File: config.mk
export PLATFORM = sky130hd
export DESIGN_NAME = spi_master_shift_engine_top
export DESIGN_NICKNAME = d
export VERILOG_FILES = /design/src/design/spi_pkg.sv /design/src/design/spi_master_shift_engine_top.sv /design/src/design/spi_front.sv /design/src/design/spi_back.sv
export SDC_FILE = /design/constraint.sdc
export NUM_CORES = 1
export LEC_CHECK = 0
export ABC_AREA = 1
export BUFFER_PORTS_ARGS = -buffer_cell sky130_fd_sc_hd__buf_2
export CAP_MARGIN = 10
export CORE_UTILIZATION = 55
export DETAILED_ROUTE_END_ITERATION = 7
export PLACE_DENSITY = 0.76
export SYNTH_ARGS = -nofsm -noshare
export SYNTH_HDL_FRONTEND = slang
export SYNTH_SLANG_ARGS = --single-unit
File: constraint.sdc
create_clock -name clk -period 3.6 [get_ports clk]
set_input_delay 0.72 -clock clk [delete_from_list [all_inputs] [get_ports clk]]
set_output_delay 0.72 -clock clk [all_outputs]
set_load 0.05 [all_outputs]
File: src/design/spi_pkg.sv
// shared types, constants and helpers for the spi master shift engine
// used by spi_front, spi_back and spi_master_shift_engine_top; no dependencies
package spi_pkg;

  localparam int WORD_BITS   = 16;
  localparam int NARROW_BITS = 8;
  localparam int CNT_W       = $clog2(WORD_BITS + 1);
  localparam int IDX_W       = $clog2(WORD_BITS);
  localparam int QDEPTH      = 2;
  localparam int QLVL_W      = $clog2(QDEPTH + 1);
  localparam int CFG_IDX_W   = 2;
  localparam int CFG_DATA_W  = 8;
  localparam int IN_DATA_W   = 24;
  localparam int OUT_DATA_W  = 24;

  // register indexes
  localparam logic [CFG_IDX_W-1:0] CFG_CPOL = 2'd0;
  localparam logic [CFG_IDX_W-1:0] CFG_CPHA = 2'd1;
  localparam logic [CFG_IDX_W-1:0] CFG_LSBF = 2'd2;
  localparam logic [CFG_IDX_W-1:0] CFG_DIV  = 2'd3;

  // word kinds
  localparam logic KIND_TICK  = 1'b0;
  localparam logic KIND_START = 1'b1;

  localparam logic [CNT_W-1:0] LEN_WIDE   = CNT_W'(WORD_BITS);
  localparam logic [CNT_W-1:0] LEN_NARROW = CNT_W'(NARROW_BITS);

  typedef struct packed {
    logic                 kind;
    logic [WORD_BITS-1:0] tx_data;
    logic                 wide;
    logic                 miso;
  } spi_item_t;

  typedef struct packed {
    logic       cpol;
    logic       cpha;
    logic       lsb_first;
    logic [7:0] divider;
  } spi_cfg_t;

  typedef struct packed {
    logic              q_valid;
    logic [QLVL_W-1:0] q_level;
  } spi_qstat_t;

  // bit position for the current bit of a word
  function automatic logic [IDX_W-1:0] bit_idx(input logic [CNT_W-1:0] bits_left,
                                               input logic             wide,
                                               input logic             lsb);
    logic [CNT_W-1:0] n;
    logic [CNT_W-1:0] idx;
    n = wide ? LEN_WIDE : LEN_NARROW;
    if (bits_left == '0 || bits_left > n) begin
      idx = '0;
    end else if (lsb) begin
      idx = n - bits_left;
    end else begin
      idx = bits_left - CNT_W'(1);
    end
    return idx[IDX_W-1:0];
  endfunction

endpackage

File: src/design/spi_master_shift_engine_top.sv
// top level of the spi master shift engine: config registers, front queue, engine
// depends on spi_pkg, spi_front and spi_back
//
//   channel   direction  handshake            payload
//   in_       slave      in_tvalid/in_tready  in_tdata, in_tuser (word kind)
//   out_      master     out_tvalid/out_tready out_tdata (one result per input word)
//   cfg_      write      cfg_we               cfg_addr, cfg_wdata
//
// one word per clock sustained while the output is not stalled; each input word is
// one tick of the bit clock and gives exactly one result word; the word is stored in
// the two-entry input queue and its result is registered in the output register
// the engine state advances once per word, so the word rate paces the shift loop
// a stalled output holds the engine while the queue keeps taking words until full
// reset (rst_n low, synchronous) empties the queue, idles the engine and loads
// the registers with polarity 0, phase 0, msb first, divider 4
module spi_master_shift_engine_top import spi_pkg::*; (
  input  logic                  clk,
  input  logic                  rst_n,
  input  logic                  in_tvalid,
  output logic                  in_tready,
  // tx_data[15:0], wide[16], miso_level[17], zeros[23:18]
  input  logic [IN_DATA_W-1:0]  in_tdata,
  // kind[0]
  input  logic                  in_tuser,
  output logic                  out_tvalid,
  input  logic                  out_tready,
  // sck_level[0], mosi_level[1], busy_res[2], done_res[3], rx_data[19:4], zeros[23:20]
  output logic [OUT_DATA_W-1:0] out_tdata,
  input  logic                  cfg_we,
  input  logic [CFG_IDX_W-1:0]  cfg_addr,
  input  logic [CFG_DATA_W-1:0] cfg_wdata
);

  spi_cfg_t   cfg_r;
  spi_item_t  q_item;
  spi_qstat_t q_stat;
  logic       q_pop;

  // configuration registers; a write takes effect at once, even mid-transfer
  always_ff @(posedge clk) begin
    if (!rst_n) begin
      cfg_r.cpol      <= 1'b0;
      cfg_r.cpha      <= 1'b0;
      cfg_r.lsb_first <= 1'b0;
      cfg_r.divider   <= 8'd4;
    end else if (cfg_we) begin
      case (cfg_addr)
        CFG_CPOL: cfg_r.cpol      <= cfg_wdata[0];
        CFG_CPHA: cfg_r.cpha      <= cfg_wdata[0];
        CFG_LSBF: cfg_r.lsb_first <= cfg_wdata[0];
        CFG_DIV:  cfg_r.divider   <= cfg_wdata;
        default: ;
      endcase
    end
  end

  // front: takes words and queues them
  spi_front u_front (
    .clk       (clk),
    .rst_n     (rst_n),
    .in_tvalid (in_tvalid),
    .in_tready (in_tready),
    .in_tdata  (in_tdata),
    .in_tuser  (in_tuser),
    .q_pop     (q_pop),
    .q_item    (q_item),
    .q_stat    (q_stat)
  );

  // back: shift engine with output register
  spi_back u_back (
    .clk        (clk),
    .rst_n      (rst_n),
    .cfg        (cfg_r),
    .q_item     (q_item),
    .q_stat     (q_stat),
    .q_pop      (q_pop),
    .out_tvalid (out_tvalid),
    .out_tready (out_tready),
    .out_tdata  (out_tdata)
  );

  // queue never overfills
  a_qlevel: assert property (@(posedge clk) disable iff (!rst_n)
    q_stat.q_level <= QLVL_W'(QDEPTH))
    else $error("input queue level beyond depth");

  // the engine only takes words that are there
  a_pop: assert property (@(posedge clk) disable iff (!rst_n)
    q_pop |-> q_stat.q_valid)
    else $error("pop from empty queue");

  // a finished transfer reports idle in the same word
  a_done_idle: assert property (@(posedge clk) disable iff (!rst_n)
    out_tvalid && out_tdata[3] |-> !out_tdata[2])
    else $error("done reported while busy");

  // the input is only blocked when the queue is full
  a_full: assert property (@(posedge clk) disable iff (!rst_n)
    !in_tready |-> q_stat.q_level == QLVL_W'(QDEPTH))
    else $error("input stalled with room in queue");

endmodule

File: src/design/spi_front.sv
// input side: accepts words, splits them into fields and queues them
// depends on spi_pkg
module spi_front import spi_pkg::*; (
  input  logic                 clk,
  input  logic                 rst_n,
  input  logic                 in_tvalid,
  output logic                 in_tready,
  input  logic [IN_DATA_W-1:0] in_tdata,
  input  logic                 in_tuser,
  input  logic                 q_pop,
  output spi_item_t            q_item,
  output spi_qstat_t           q_stat
);

  spi_item_t         mem_r [QDEPTH];
  logic              wr_ptr_r, wr_ptr_nxt;
  logic              rd_ptr_r, rd_ptr_nxt;
  logic [QLVL_W-1:0] count_r, count_nxt;
  logic              push;
  spi_item_t         item;

  always_comb begin
    item.kind    = in_tuser;
    item.tx_data = in_tdata[WORD_BITS-1:0];
    item.wide    = in_tdata[WORD_BITS];
    item.miso    = in_tdata[WORD_BITS+1];
  end

  assign in_tready = (count_r != QLVL_W'(QDEPTH));
  assign push      = in_tvalid && in_tready;

  always_comb begin
    wr_ptr_nxt = push ? ~wr_ptr_r : wr_ptr_r;
    rd_ptr_nxt = q_pop ? ~rd_ptr_r : rd_ptr_r;
    count_nxt  = count_r + QLVL_W'(push) - QLVL_W'(q_pop);
  end

  always_ff @(posedge clk) begin
    if (!rst_n) begin
      wr_ptr_r <= 1'b0;
      rd_ptr_r <= 1'b0;
      count_r  <= '0;
    end else begin
      wr_ptr_r <= wr_ptr_nxt;
      rd_ptr_r <= rd_ptr_nxt;
      count_r  <= count_nxt;
    end
  end

  always_ff @(posedge clk) begin
    if (push) begin
      mem_r[wr_ptr_r] <= item;
    end
  end

  assign q_item         = mem_r[rd_ptr_r];
  assign q_stat.q_valid = (count_r != '0);
  assign q_stat.q_level = count_r;

endmodule

File: src/design/spi_back.sv
// shift engine: steps the serial clock and data lines one word at a time
// and holds each result in an output register; depends on spi_pkg
module spi_back import spi_pkg::*; (
  input  logic                  clk,
  input  logic                  rst_n,
  input  spi_cfg_t              cfg,
  input  spi_item_t             q_item,
  input  spi_qstat_t            q_stat,
  output logic                  q_pop,
  output logic                  out_tvalid,
  input  logic                  out_tready,
  output logic [OUT_DATA_W-1:0] out_tdata
);

  logic [WORD_BITS-1:0]  tx_r, tx_nxt;
  logic [WORD_BITS-1:0]  rx_r, rx_nxt;
  logic [CNT_W-1:0]      bits_r, bits_nxt;
  logic [7:0]            wait_r, wait_nxt;
  logic                  step_r, step_nxt;
  logic                  sck_r, sck_nxt;
  logic                  mosi_r, mosi_nxt;
  logic                  active_r, active_nxt;
  logic                  wide_r, wide_nxt;
  logic                  ovalid_r;
  logic [OUT_DATA_W-1:0] odata_r, odata_nxt;
  logic [7:0]            half;
  logic [7:0]            wait_inc;
  logic                  done;
  logic [WORD_BITS-1:0]  rx_out;
  logic [IDX_W-1:0]      idx;
  logic [CNT_W-1:0]      bits_dec;

  assign q_pop = q_stat.q_valid && (!ovalid_r || out_tready);

  always_comb begin
    tx_nxt     = tx_r;
    rx_nxt     = rx_r;
    bits_nxt   = bits_r;
    wait_nxt   = wait_r;
    step_nxt   = step_r;
    sck_nxt    = sck_r;
    mosi_nxt   = mosi_r;
    active_nxt = active_r;
    wide_nxt   = wide_r;
    done       = 1'b0;
    rx_out     = '0;
    half       = {1'b0, cfg.divider[7:1]} + 8'd1;
    wait_inc   = wait_r + 8'd1;
    bits_dec   = (bits_r != '0) ? bits_r - CNT_W'(1) : bits_r;
    idx        = bit_idx(bits_r, wide_r, cfg.lsb_first);
    if (!active_r) begin
      sck_nxt = cfg.cpol;
      if (q_item.kind == KIND_START) begin
        // load word and set up the first bit
        wide_nxt   = q_item.wide;
        tx_nxt     = q_item.wide ? q_item.tx_data
                                 : {{(WORD_BITS-NARROW_BITS){1'b0}},
                                    q_item.tx_data[NARROW_BITS-1:0]};
        rx_nxt     = '0;
        bits_nxt   = q_item.wide ? LEN_WIDE : LEN_NARROW;
        active_nxt = 1'b1;
        sck_nxt    = cfg.cpol ^ cfg.cpha;
        mosi_nxt   = tx_nxt[bit_idx(bits_nxt, wide_nxt, cfg.lsb_first)];
        step_nxt   = 1'b0;
        wait_nxt   = '0;
      end
    end else begin
      wait_nxt = wait_inc;
      if (wait_inc >= half) begin
        wait_nxt = '0;
        if (!step_r) begin
          // leading half ends: edge and sample
          sck_nxt     = ~sck_r;
          rx_nxt[idx] = rx_r[idx] | q_item.miso;
          step_nxt    = 1'b1;
        end else begin
          if (!cfg.cpha) begin
            sck_nxt = ~sck_r;
          end
          bits_nxt = bits_dec;
          if (bits_dec == '0) begin
            active_nxt = 1'b0;
            done       = 1'b1;
            rx_out     = rx_r;
            sck_nxt    = cfg.cpol;
            step_nxt   = 1'b0;
          end else begin
            if (cfg.cpha) begin
              sck_nxt = ~sck_r;
            end
            mosi_nxt = tx_r[bit_idx(bits_dec, wide_r, cfg.lsb_first)];
            step_nxt = 1'b0;
          end
        end
      end
    end
    odata_nxt = {4'b0000, rx_out, done, active_nxt,
                 mosi_nxt, (active_nxt ? sck_nxt : cfg.cpol)};
  end

  always_ff @(posedge clk) begin
    if (!rst_n) begin
      tx_r     <= '0;
      rx_r     <= '0;
      bits_r   <= '0;
      wait_r   <= '0;
      step_r   <= 1'b0;
      sck_r    <= 1'b0;
      mosi_r   <= 1'b0;
      active_r <= 1'b0;
      wide_r   <= 1'b0;
      ovalid_r <= 1'b0;
    end else begin
      if (q_pop) begin
        tx_r     <= tx_nxt;
        rx_r     <= rx_nxt;
        bits_r   <= bits_nxt;
        wait_r   <= wait_nxt;
        step_r   <= step_nxt;
        sck_r    <= sck_nxt;
        mosi_r   <= mosi_nxt;
        active_r <= active_nxt;
        wide_r   <= wide_nxt;
      end
      if (q_pop) begin
        ovalid_r <= 1'b1;
      end else if (out_tready) begin
        ovalid_r <= 1'b0;
      end
    end
  end

  always_ff @(posedge clk) begin
    if (q_pop) begin
      odata_r <= odata_nxt;
    end
  end

  assign out_tvalid = ovalid_r;
  assign out_tdata  = odata_r;

endmodule

==> results of run 1 <==
==> repair_timing <==
action,4_1_cts,5_1_grt
gates resized for setup,0,2
endpoints found under the setup margin,0,10
endpoints found under the hold margin,0,0
==> worst min-delay path by stage <==
stage | startpoint | end | slack (ps) | depth (start not counted)
final | in_tdata[13] | u_front.mem_r[1][15] | 380 | 1
after global routing | in_tdata[0] | u_front.mem_r[1][2] | 370 | 1
after CTS | in_tdata[13] | u_front.mem_r[0][15] | 370 | 1
after detailed placement | u_back.tx_r[0] | u_back.tx_r[0] | 450 | 2
after global placement | u_front.rd_ptr_r | u_front.rd_ptr_r | 440 | 1
after floorplan | u_front.rd_ptr_r | register | 430 | 1
==> registers in the layout (all words and copies together), names as in the netlist, 2 cells and up, named ones only <==
name	flops
cfg_r	10
u_back.bits_r	5
u_back.out_tdata	20
u_back.rx_r	16
u_back.tx_r	16
u_back.wait_r	8
u_front.count_r	2
u_front.mem_r	38
==> synthesized netlist by cell type, types with 2 or more instances <==
cell type / n / area (µm²)
o21a_1: 2 / 15.0
nand3b_1: 3 / 22.5
buf_4: 6 / 45.0
ha_1: 18 / 225
dfxtp_1: 66 / 1320
a21oi_1: 33 / 165
buf_2: 4 / 20.0
edfxtp_1: 58 / 1740
clkbuf_1: 10 / 37.5
inv_1: 96 / 360
o32ai_1: 6 / 52.6
xor2_1: 14 / 123
o22ai_1: 9 / 56.3
nand2_1: 95 / 357
o31ai_1: 2 / 15.0
o211ai_1: 15 / 113
o21ai_1: 6 / 30.0
nand4_2: 3 / 37.5
nor2_2: 4 / 25.0
clkinv_2: 2 / 10.0
nand2_2: 5 / 31.3
nor2_4: 4 / 45.0
nor2_1: 68 / 255
nand4_1: 13 / 81.3
nor3_1: 6 / 30.0
nand3_1: 47 / 235
a21oi_2: 3 / 26.3
mux2i_1: 8 / 80.1
inv_2: 10 / 37.5
o21ai_0: 29 / 145
xnor2_1: 5 / 43.8
nand2_4: 5 / 56.3
a31oi_1: 8 / 50.1
nor4_1: 2 / 12.5
==> cell type report <==
| class | instances | share of cell area |
|---|---|---|
| multi-input cells | 428 | 0.352 |
| inverters | 109 | 0.0589 |
| flip-flops and latches | 124 | 0.438 |
| clock buffers | 19 | 0.0618 |
| well taps | 136 | 0.0243 |
| clock inverters | 13 | 0.0179 |
| repair buffers | 62 | 0.0469 |
==> routing by layer <==
metal  wire length [µm]  vias up  part of all wire
met5                  0        -                 0
met4                229        0             0.019
met3                601       23             0.050
met2               6220      146              0.51
met1               5030     2271              0.42
li1                   -     2411                 -
==> power groups by stage <==
| stage | clock network [mW] | registers, mW | logic, mW |
|---|---|---|---|
| after detailed placement | 0 | 1.96 | 3.16 |
| after CTS | 1.61 | 1.93 | 3.20 |
| final | 1.59 | 1.93 | 3.22 |
| after global routing | 1.67 | 1.96 | 3.59 |
| after global placement | 0 | 1.95 | 3.06 |
| after floorplan | 0 | 2.25 | 2.29 |
==> stage by stage <==
stage | hold WS (ps) | util | total power [mW]
floorplan | 425 | - | 4.54
global placement | 435 | 0.614 | 5.00
detailed placement | 445 | 0.614 | 5.12
CTS | 366 | 0.667 | 6.74
global route | 371 | 0.668 | 7.22
finish | 379 | 0.668 | 6.75
==> kinds of logic (layout without fill, tap and decap cells) <==
logic type | count (synthesis) | count (layout)
AOI/OAI and AO/OA | 120 | 120
xor gates and xnor gates | 20 | 20
adders and majority gates | 18 | 18
buffers and inverters | 130 | 203
DFF | 124 | 124
muxes | 8 | 8
other | 1 | 4
and+or+nand+nor | 258 | 258
==> critical path, stage by stage, from the launching register on <==
cell     delay, ps
dfxtp_1        470
inv_2          100
ha_1           240
inv_1          100
nor2_4          60
nand2_4        150
xor2_1         210
inv_1           80
ha_1           200
nand2_2         90
nor2_1          50
nand2_1        370
nand4_2        250
inv_1          160
nand3_1         90
nand3_1        100
nand3_1         90
nand3_1         90
nand2_1         60
nand2_1         60
nand2_1         60
a21oi_2        120
==> flow_metrics.tcl, run 1 <==
set metrics [dict create \
    tns_ps 0 \
    finalHoldViolations 0 \
    remaining_drc_errors 0 \
    p_int_mw 3.76 \
    pre_cts_ws_ps 252 \
    ys_types 48 \
    p_clk_frac 0.236 \
    final_cells 891 \
    synthCells 679 \
    rsz0062_at_grt "no" \
    cap_violations 0 \
    syn_avg_cell_area_um2 8.89 \
    comb_power_share 0.478 \
    leakage_nw 2.93 \
    die_h_um 107 \
    finalMaxSlewViolations 0 \
    ys_seq_elements 124 \
    grt_pass1_wl_um 21000 \
    synthFlopType "dfxtp_1" \
    hold_class "in -> reg" \
    drt-initial-drc-count 254 \
    vdd_ir_drop_max_v 0.000616 \
    crit_end "u_back.mosi_r" \
    place_congestion 0.883 \
    drive_above_1_share 0.176 \
    worst_skew_pair.late_latency_ps 530 \
    final_cell_mix "inv_1 (96), nand2_1 (95), nor2_1 (68)" \
    power_density_nw_per_um2 966 \
    synth_top_family_by_area "simple AND/OR/NAND/NOR gates" \
    layout_commonest_cell "inv_1" \
    synth_compound_area_frac 0.123 \
    crit_required_ps 4070 \
    swShare 0.442 \
    core_um2 10500 \
    track_usage 0.235 \
    setup_viol 0 \
    final_area_um2 6990 \
    ys_seq_area_frac 0.508 \
    postSynth.asyncResetShare 0 \
    grt_pass1_vias 4811 \
    layout.nets 800 \
    p_seq_frac 0.287 \
    power_switching_mw 2.99 \
    start_util 0.577 \
    ys.warnings.count 0 \
    postCtsSetupRepairBufs 0 \
    drtPass1Iterations 5 \
    place_area_um2 6420 \
    ctsHoldBuffers 0 \
    vias_per_cell 5.44 \
    grt_max_degree 29 \
    status "finished, final reports clean" \
    finalCritPeriodShare 0.901 \
    cts_tree "built" \
    final_antenna_net_count 0 \
    critical_path_class "reg -> reg" \
    busiest_layer "met2" \
    dieArea_um2 11400 \
    portBuffers 55 \
    worst_slack_ps 357 \
    cts_made_buffers 17 \
    wl_um 12100 \
    overflow 0 \
    fp-row-count 37 \
    diodes 0 \
    worst_ep_arrival_time_ps 3710 \
    startpoint_type "register" \
    antenna_found_initial 0 \
    fin_skew_ps 6.27 \
    critical_path.endpoint_type "register" \
    r2r-start "u_back.bits_r[0]" \
    r2r_slack_ps 360 \
    finalCriticalPeriod_ps 3240 \
    fmax_ghz 0.308 \
    dp_hpwl_um 8400 \
    cts-htree-levels 4 \
    num_io_pins 66 \
    met3_usage 0.0565 \
    met1_usage 0.266 \
    synth.area.mux_share 0.0133 \
    use_met2 0.426 \
    cts_sinks 124 \
    root_buffer "clkbuf_8" \
    syn_area_um2 6030 \
    worstRegToRegCells 21 \
    crit_start "u_back.bits_r[0]" \
    syn_to_final_growth_pct 15.9 \
    cp_max_fo 12 \
    multi_input_area_um2 2460 \
    dp.cells 858 \
    vias 4851 \
    n_fill_cell 853 \
    die_w_um 107 \
    synth-adder-area-share 0.0373 \
    synth-edff-count 58 \
    r2r_end "u_back.mosi_r" \
    cts_max_path_buffers 2 \
    seqCellArea_um2 3060 \
    post_drt_wl_per_cell_um 13.6 \
    synth-simple-area-share 0.201 \
    clkSlewWorstSetupHoldPaths_ps 60 \
    synth_xor_area_frac 0.0303 \
]
No activity file was read; power rests on OpenSTA's default activity.
==> inputs of run 2 (changes only) <==
- ABC_AREA: 1 -> 0
- PLACE_DENSITY: 0.76 -> 0.75
==> run 2 against run 1 <==
  * Core utilization is 0.20 points higher
  * Critical path type unchanged
  * Fmax is 5.1% lower
  * Worst setup slack worse by 180 ps
==> flow_metrics.tcl, run 2 <==
set metrics [dict create \
    vias_per_cell 5.75 \
    synthFlopType "dfxtp_1" \
    layout.nets 729 \
    ys.warnings.count 0 \
    power.total_mw 5.72 \
    remaining_drc_errors 0 \
    hold_class "reg -> reg" \
    power_switching_mw 2.14 \
    rsz0062_at_grt "no" \
    num_io_pins 66 \
    ys_seq_elements 124 \
    post_drt_wl_per_cell_um 15.9 \
    finalCritPeriodShare 0.950 \
    overflow 0 \
    fp-row-count 38 \
    syn_area_um2 6330 \
    fmax_ghz 0.293 \
    final_area_um2 7390 \
    yosysTopAreaCell "edfxtp_1" \
    portBuffers 55 \
    regMostFlops "u_front.mem_r" \
    ys_top_cells_by_area "edfxtp_1 (28%), dfxtp_1 (21%), mux2i_1 (5.7%)" \
    p_int_mw 3.58 \
    largest_reg_flops 38 \
    setup_viol 0 \
    slew_headroom 0.417 \
    start_util 0.574 \
    grt_pass1_vias 4574 \
    worst_ep_arrival_time_ps 3670 \
    synth_xor_area_frac 0.0397 \
    drive_above_1_share 0.197 \
    status "finished, final reports clean" \
    postSynth.asyncResetShare 0 \
    finalCriticalPeriod_ps 3420 \
    fin_skew_ps 6.49 \
    cts-htree-levels 4 \
    layout_commonest_cell "dfxtp_1" \
    vias 4735 \
    critical_path.endpoint_type "register" \
    syn_to_final_growth_pct 16.8 \
    p_seq_frac 0.330 \
    swShare 0.374 \
    dieArea_um2 11900 \
    final_antenna_net_count 0 \
    startpoint_type "register" \
    track_usage 0.236 \
    synth_top_family_by_area "simple AND/OR/NAND/NOR gates" \
    finalMaxSlewViolations 0 \
    synth-simple-area-share 0.172 \
    p_clk_frac 0.303 \
    comb_power_share 0.367 \
    leakage_nw 3.01 \
    cts_made_buffers 17 \
    cts_sinks 124 \
    cts_tree "built" \
    grt_pass1_wl_um 21400 \
    synth_top_area_share 0.275 \
    clkSlewWorstSetupHoldPaths_ps 60 \
    critical_path_class "reg -> reg" \
    ctsHoldBuffers 0 \
    finalHoldViolations 0 \
    final_cell_mix "dfxtp_1 (66), edfxtp_1 (58), buf_2 (55)" \
    holdWs_ps 462 \
    cts_max_path_buffers 2 \
    synth-edff-count 58 \
    die_h_um 109 \
    worstRegToRegCells 14 \
    synthCells 607 \
    grt_max_degree 42 \
    worst_skew_pair.late_latency_ps 410 \
    dp_hpwl_um 9250 \
    wl_um 13100 \
    synthTopCellsByCount "dfxtp_1 (66), edfxtp_1 (58), nand2_1 (48)" \
    vdd_ir_drop_max_v 0.000434 \
    tns_ps 0 \
    place_area_um2 6780 \
    die_w_um 109 \
    core_um2 11000 \
    synth_compound_area_frac 0.160 \
    crit_required_ps 3850 \
    synth.area.mux_share 0.0676 \
    cp_max_fo 6 \
    syn_avg_cell_area_um2 10.4 \
    root_buffer "clkbuf_16" \
    ys_seq_area_frac 0.484 \
    dp.cells 792 \
    final_cells 824 \
    drtPass1Iterations 4 \
    diodes 0 \
    drt-initial-drc-count 226 \
    ys_types 72 \
    antenna_found_initial 0 \
    tightest_slew_ps 874 \
    cap_violations 0 \
    place_congestion 0.909 \
    power_density_nw_per_um2 773 \
    yosysMostFrequentCell "dfxtp_1" \
    synth-adder-area-share 0.0356 \
    holdPathStages 2 \
]
[run 2: cell types whose count changed in the layout (fill, tap and decap cells not counted), sizes merged, moves of 28 or more]
cell,previous run,this run
and2,0,28
mux2i,8,36
nand2,105,48
nand3,48,13
nor2,76,30
inv,106,26
[run 2: per-layer routing]
layer / up-vias / track usage / wire (µm)
met4: 0 / 0.0943 / 235
met3: 22 / 0.0544 / 438
li1: 2338 / - / -
met5: - / 0 / 0
met2: 87 / 0.401 / 6610
met1: 2288 / 0.289 / 5820
[run 2: stage by stage]
step	worst slack [ps]	utilization
floorplan	78.6	-
global placement	249	0.614
detailed placement	151	0.614
CTS	83.1	0.669
global route	14.0	0.670
finish	182	0.670
[run 2: timing repair]
| item | 4_1_cts | 5_1_grt |
|---|---|---|
| gates resized for setup | 0 | 2 |
| buffers inserted | 0 | 0 |
| setup endpoints to repair | 0 | 2 |
[run 2: power by group through the flow]
stage / clock network [mW] / logic (mW) / registers (mW)
3_3_place_gp: 0 / 2.03 / 1.90
6_report: 1.73 / 2.10 / 1.89
2_1_floorplan: 0 / 1.35 / 2.18
4_1_cts: 1.74 / 2.08 / 1.89
3_5_place_dp: 0 / 2.07 / 1.91
5_1_grt: 1.81 / 2.29 / 1.92
[run 2: cells by family after synthesis]
logic type / count (synthesis)
XOR/XNOR: 27
flip-flops: 124
buffers and inverters: 56
other: 1
AND/OR/NAND/NOR: 199
AO/OA/AOI/OAI: 141
adder cells (fa/ha/maj): 18
multiplexers: 41
[run 2: path summary, 6_finish.rpt]
kind / startpoint / endpoint / slack [ps]
max: u_back.bits_r[1] / u_back.out_tdata[1] / 180
min: u_back.tx_r[8] / u_back.tx_r[8] / 460
max reg2reg: u_back.bits_r[1] / u_back.out_tdata[1] / 180
min reg2reg: u_back.tx_r[8] / u_back.tx_r[8] / 460
[run 2: area by class of cell]
cell class	count	area, µm²
fillers	825	3640
flip-flops and latches	124	3060
multi-input cells	430	3040
clock buffers	20	468
repair buffers	75	425
well taps	140	175
clock inverters	12	136
inverters	23	86.3
[run 2: worst max-delay path, stage by stage (launching register included)]
cell	delay, ps
dfxtp_1	320
inv_1	100
ha_1	190
or4b_1	490
nand2_1	100
a21boi_1	200
inv_1	70
ha_1	350
xnor2_2	290
a211oi_1	130
a211oi_1	240
a21oi_1	70
o21a_1	190
a221o_1	350
o221ai_2	170
==> inputs of run 3 (changes only) <==
--- a/config.mk
+++ b/config.mk
@@ -10,7 +10,7 @@
 export CAP_MARGIN = 10
-export CORE_UTILIZATION = 55
+export CORE_UTILIZATION = 35
 export DETAILED_ROUTE_END_ITERATION = 7
-export PLACE_DENSITY = 0.75
 export SYNTH_ARGS = -nofsm -noshare
 export SYNTH_HDL_FRONTEND = slang
+export SYNTH_HIERARCHICAL = 1
 export SYNTH_SLANG_ARGS = --single-unit
==> constraint.sdc (replaced) <==
create_clock -name clk -period 3.6 [get_ports clk]
set_input_delay 0.18 -clock clk [delete_from_list [all_inputs] [get_ports clk]]
set_output_delay 0.18 -clock clk [all_outputs]
set_load 0.05 [all_outputs]
==> run 3 against run 2 <==
  * The flow now finishes with violations (design-rule violations)
  * Sequential cell count did not move
  * Highest routed layer unchanged
  * Register-to-register slack better by 50 ps
  * Critical path type unchanged
  * Combinational power grew 7%
  * Critical endpoint is now u_back/mosi_r
  * Critical path depth did not move
  * Worst setup slack gained 52 ps
  * Largest power group unchanged
  * Count of clock-buffer cells in the layout fell by 1
==> flow_metrics.tcl, run 3 <==
set metrics [dict create \
    portBuffers 55 \
    leakage_nw 3.00 \
    syn_area_um2 6540 \
    rsz0062_at_grt "yes" \
    r2r-start "u_back/bits_r[1]" \
    r2r_end "u_back/mosi_r" \
    cp_top_family "simple AND/OR/NAND/NOR gates" \
    die_w_um 139 \
    final_area_um2 7880 \
    r2r_slack_ps 230 \
    syn_to_final_growth_pct 20.5 \
    cap_violations 0 \
    regMostFlops "u_front/mem_r" \
    cts_tree "built" \
    crit_slowest_cell "or4b_4" \
    dieArea_um2 19200 \
    root_buffer "clkbuf_16" \
    crit_end "u_back/mosi_r" \
    wl_um 14100 \
    violations "design-rule violations" \
    post_drt_wl_per_cell_um 14.7 \
    ys.warnings.count 6 \
    grt_pass1_wl_um 23300 \
    vias_per_cell 5.16 \
    syn_avg_cell_area_um2 10.4 \
    num_io_pins 66 \
    final_antenna_net_count 0 \
    antenna_found_initial 0 \
    fp-row-count 49 \
    layout_commonest_cell "nand2_1" \
    crit_buf_inv 1 \
    tightest_slew_ps 1100 \
    cts-htree-levels 4 \
    setup_viol 0 \
    place_congestion 0.810 \
    final_cells 955 \
    worst_ep_arrival_time_ps 3670 \
    finalCritPeriodShare 0.935 \
    critical_path_class "reg -> reg" \
    remaining_drc_errors 8 \
    crit_start "u_back/bits_r[1]" \
    crit_cells 14 \
    diodes 0 \
    vias 4928 \
    finalMaxSlewViolations 0 \
    fin_skew_ps 9.55 \
    drtPass1Iterations 8 \
    postCtsSetupRepairBufs 0 \
    cp_max_fo 6 \
    crit_path_max_incr_delay_ps 490 \
    crit_path_cell_trace "inv_2 > ha_4 > or4b_4 > nand2_1 > o21ai_2 > ha_1 > xor2_2 > nor3b_2 > or2_1 > mux2_2 > a221oi_2 > nor4_2 > o31ai_1 > nand3_1" \
    drt-initial-drc-count 220 \
    place_area_um2 7060 \
    crit_required_ps 3900 \
    startpoint_type "register" \
    worstRegToRegCells 14 \
    clkSlewWorstSetupHoldPaths_ps 60 \
    grt_max_degree 38 \
    fmax_ghz 0.297 \
    cts_max_path_buffers 2 \
    die_h_um 139 \
    finalCriticalPeriod_ps 3370 \
    start_util 0.360 \
    critical_path.endpoint_type "register" \
    synthCells 631 \
    cts_sinks 124 \
    drive_above_1_share 0.223 \
    grt_pass1_vias 4898 \
    final_cell_mix "nand2_1 (67), dfxtp_1 (66), edfxtp_1 (58)" \
    overflow 0 \
    slew_headroom 0.264 \
    tns_ps 0 \
    worst_skew_pair.late_latency_ps 420 \
    cts_made_buffers 17 \
    hold_class "in -> reg" \
    track_usage 0.152 \
    core_um2 18100 \
    power_density_nw_per_um2 724 \
    status "finished, violations left" \
    largest_reg_flops 38 \
    vdd_ir_drop_max_v 0.000410 \
    layout.nets 770 \
    finalHoldViolations 0 \
    dp.cells 900 \
    dp_hpwl_um 9940 \
]
## run 3: area by class of cell
class                           instances  area (µm²)
Sequential cell                       124        3060
Timing Repair Buffer                   97         648
Tap cell                              229         287
Clock buffer                           19         433
Inverter                               23        88.8
Fill cell                            1704       10300
Multi-Input combinational cell        450        3240
Clock inverter                         13         119
## run 3: where the power goes
part	total [mW]	switching (mW)	internal, mW
sequential	1.88	0.123	1.75
combinational	2.24	1.44	0.800
clock	1.58	0.632	0.950
total	5.70	2.20	3.50
## run 3: what timing repair did
action,4_1_cts,5_1_grt
resized for setup,0,7
hold buffers,23,0
endpoints found under the setup margin,0,5
endpoints found under the hold margin,42,0
## run 3: worst reg2reg max path, stage by stage, from the launching register on
cell and delay (ps):
dfxtp_1 330, inv_2 100, ha_4 160, or4b_4 490, nand2_1 100, o21ai_2 60
ha_1 240, xor2_2 170, nor3b_2 290, or2_1 210, mux2_2 360, a221oi_2 290
nor4_2 100, o31ai_1 250, nand3_1 100
## run 3: per-layer routing
metal,routed length (µm),part of all wire,vias to the layer above,track usage
met5,0,0,-,0
met4,249,0.018,0,0.0725
met3,610,0.043,20,0.0387
met2,6920,0.49,110,0.265
met1,6280,0.45,2320,0.176
li1,-,-,2478,-
## run 3: worst min path at each step
stage	startpoint	to	cells after the start
2_1_floorplan	in_tdata[17]	u_front/mem_r[0][0]	0
3_3_place_gp	in_tdata[9]	u_front/mem_r[0][11]	1
3_5_place_dp	in_tdata[9]	u_front/mem_r[1][11]	1
4_1_cts	cfg_wdata[6]	cfg_r[6]	3
5_1_grt	cfg_wdata[1]	cfg_r[1]	3
6_report	cfg_wdata[6]	cfg_r[6]	3
## run 3: through the flow
stage | utilization | total power, mW | hold WS (ps) | worst slack [ps]
floorplan | - | 3.59 | 279 | 49.4
global placement | 0.389 | 4.04 | 367 | 214
detailed placement | 0.389 | 4.09 | 371 | 74.8
CTS | 0.432 | 5.71 | 3.44 | 56.6
global route | 0.434 | 6.01 | 14.1 | -10.1
finish | 0.434 | 5.70 | 14.2 | 233
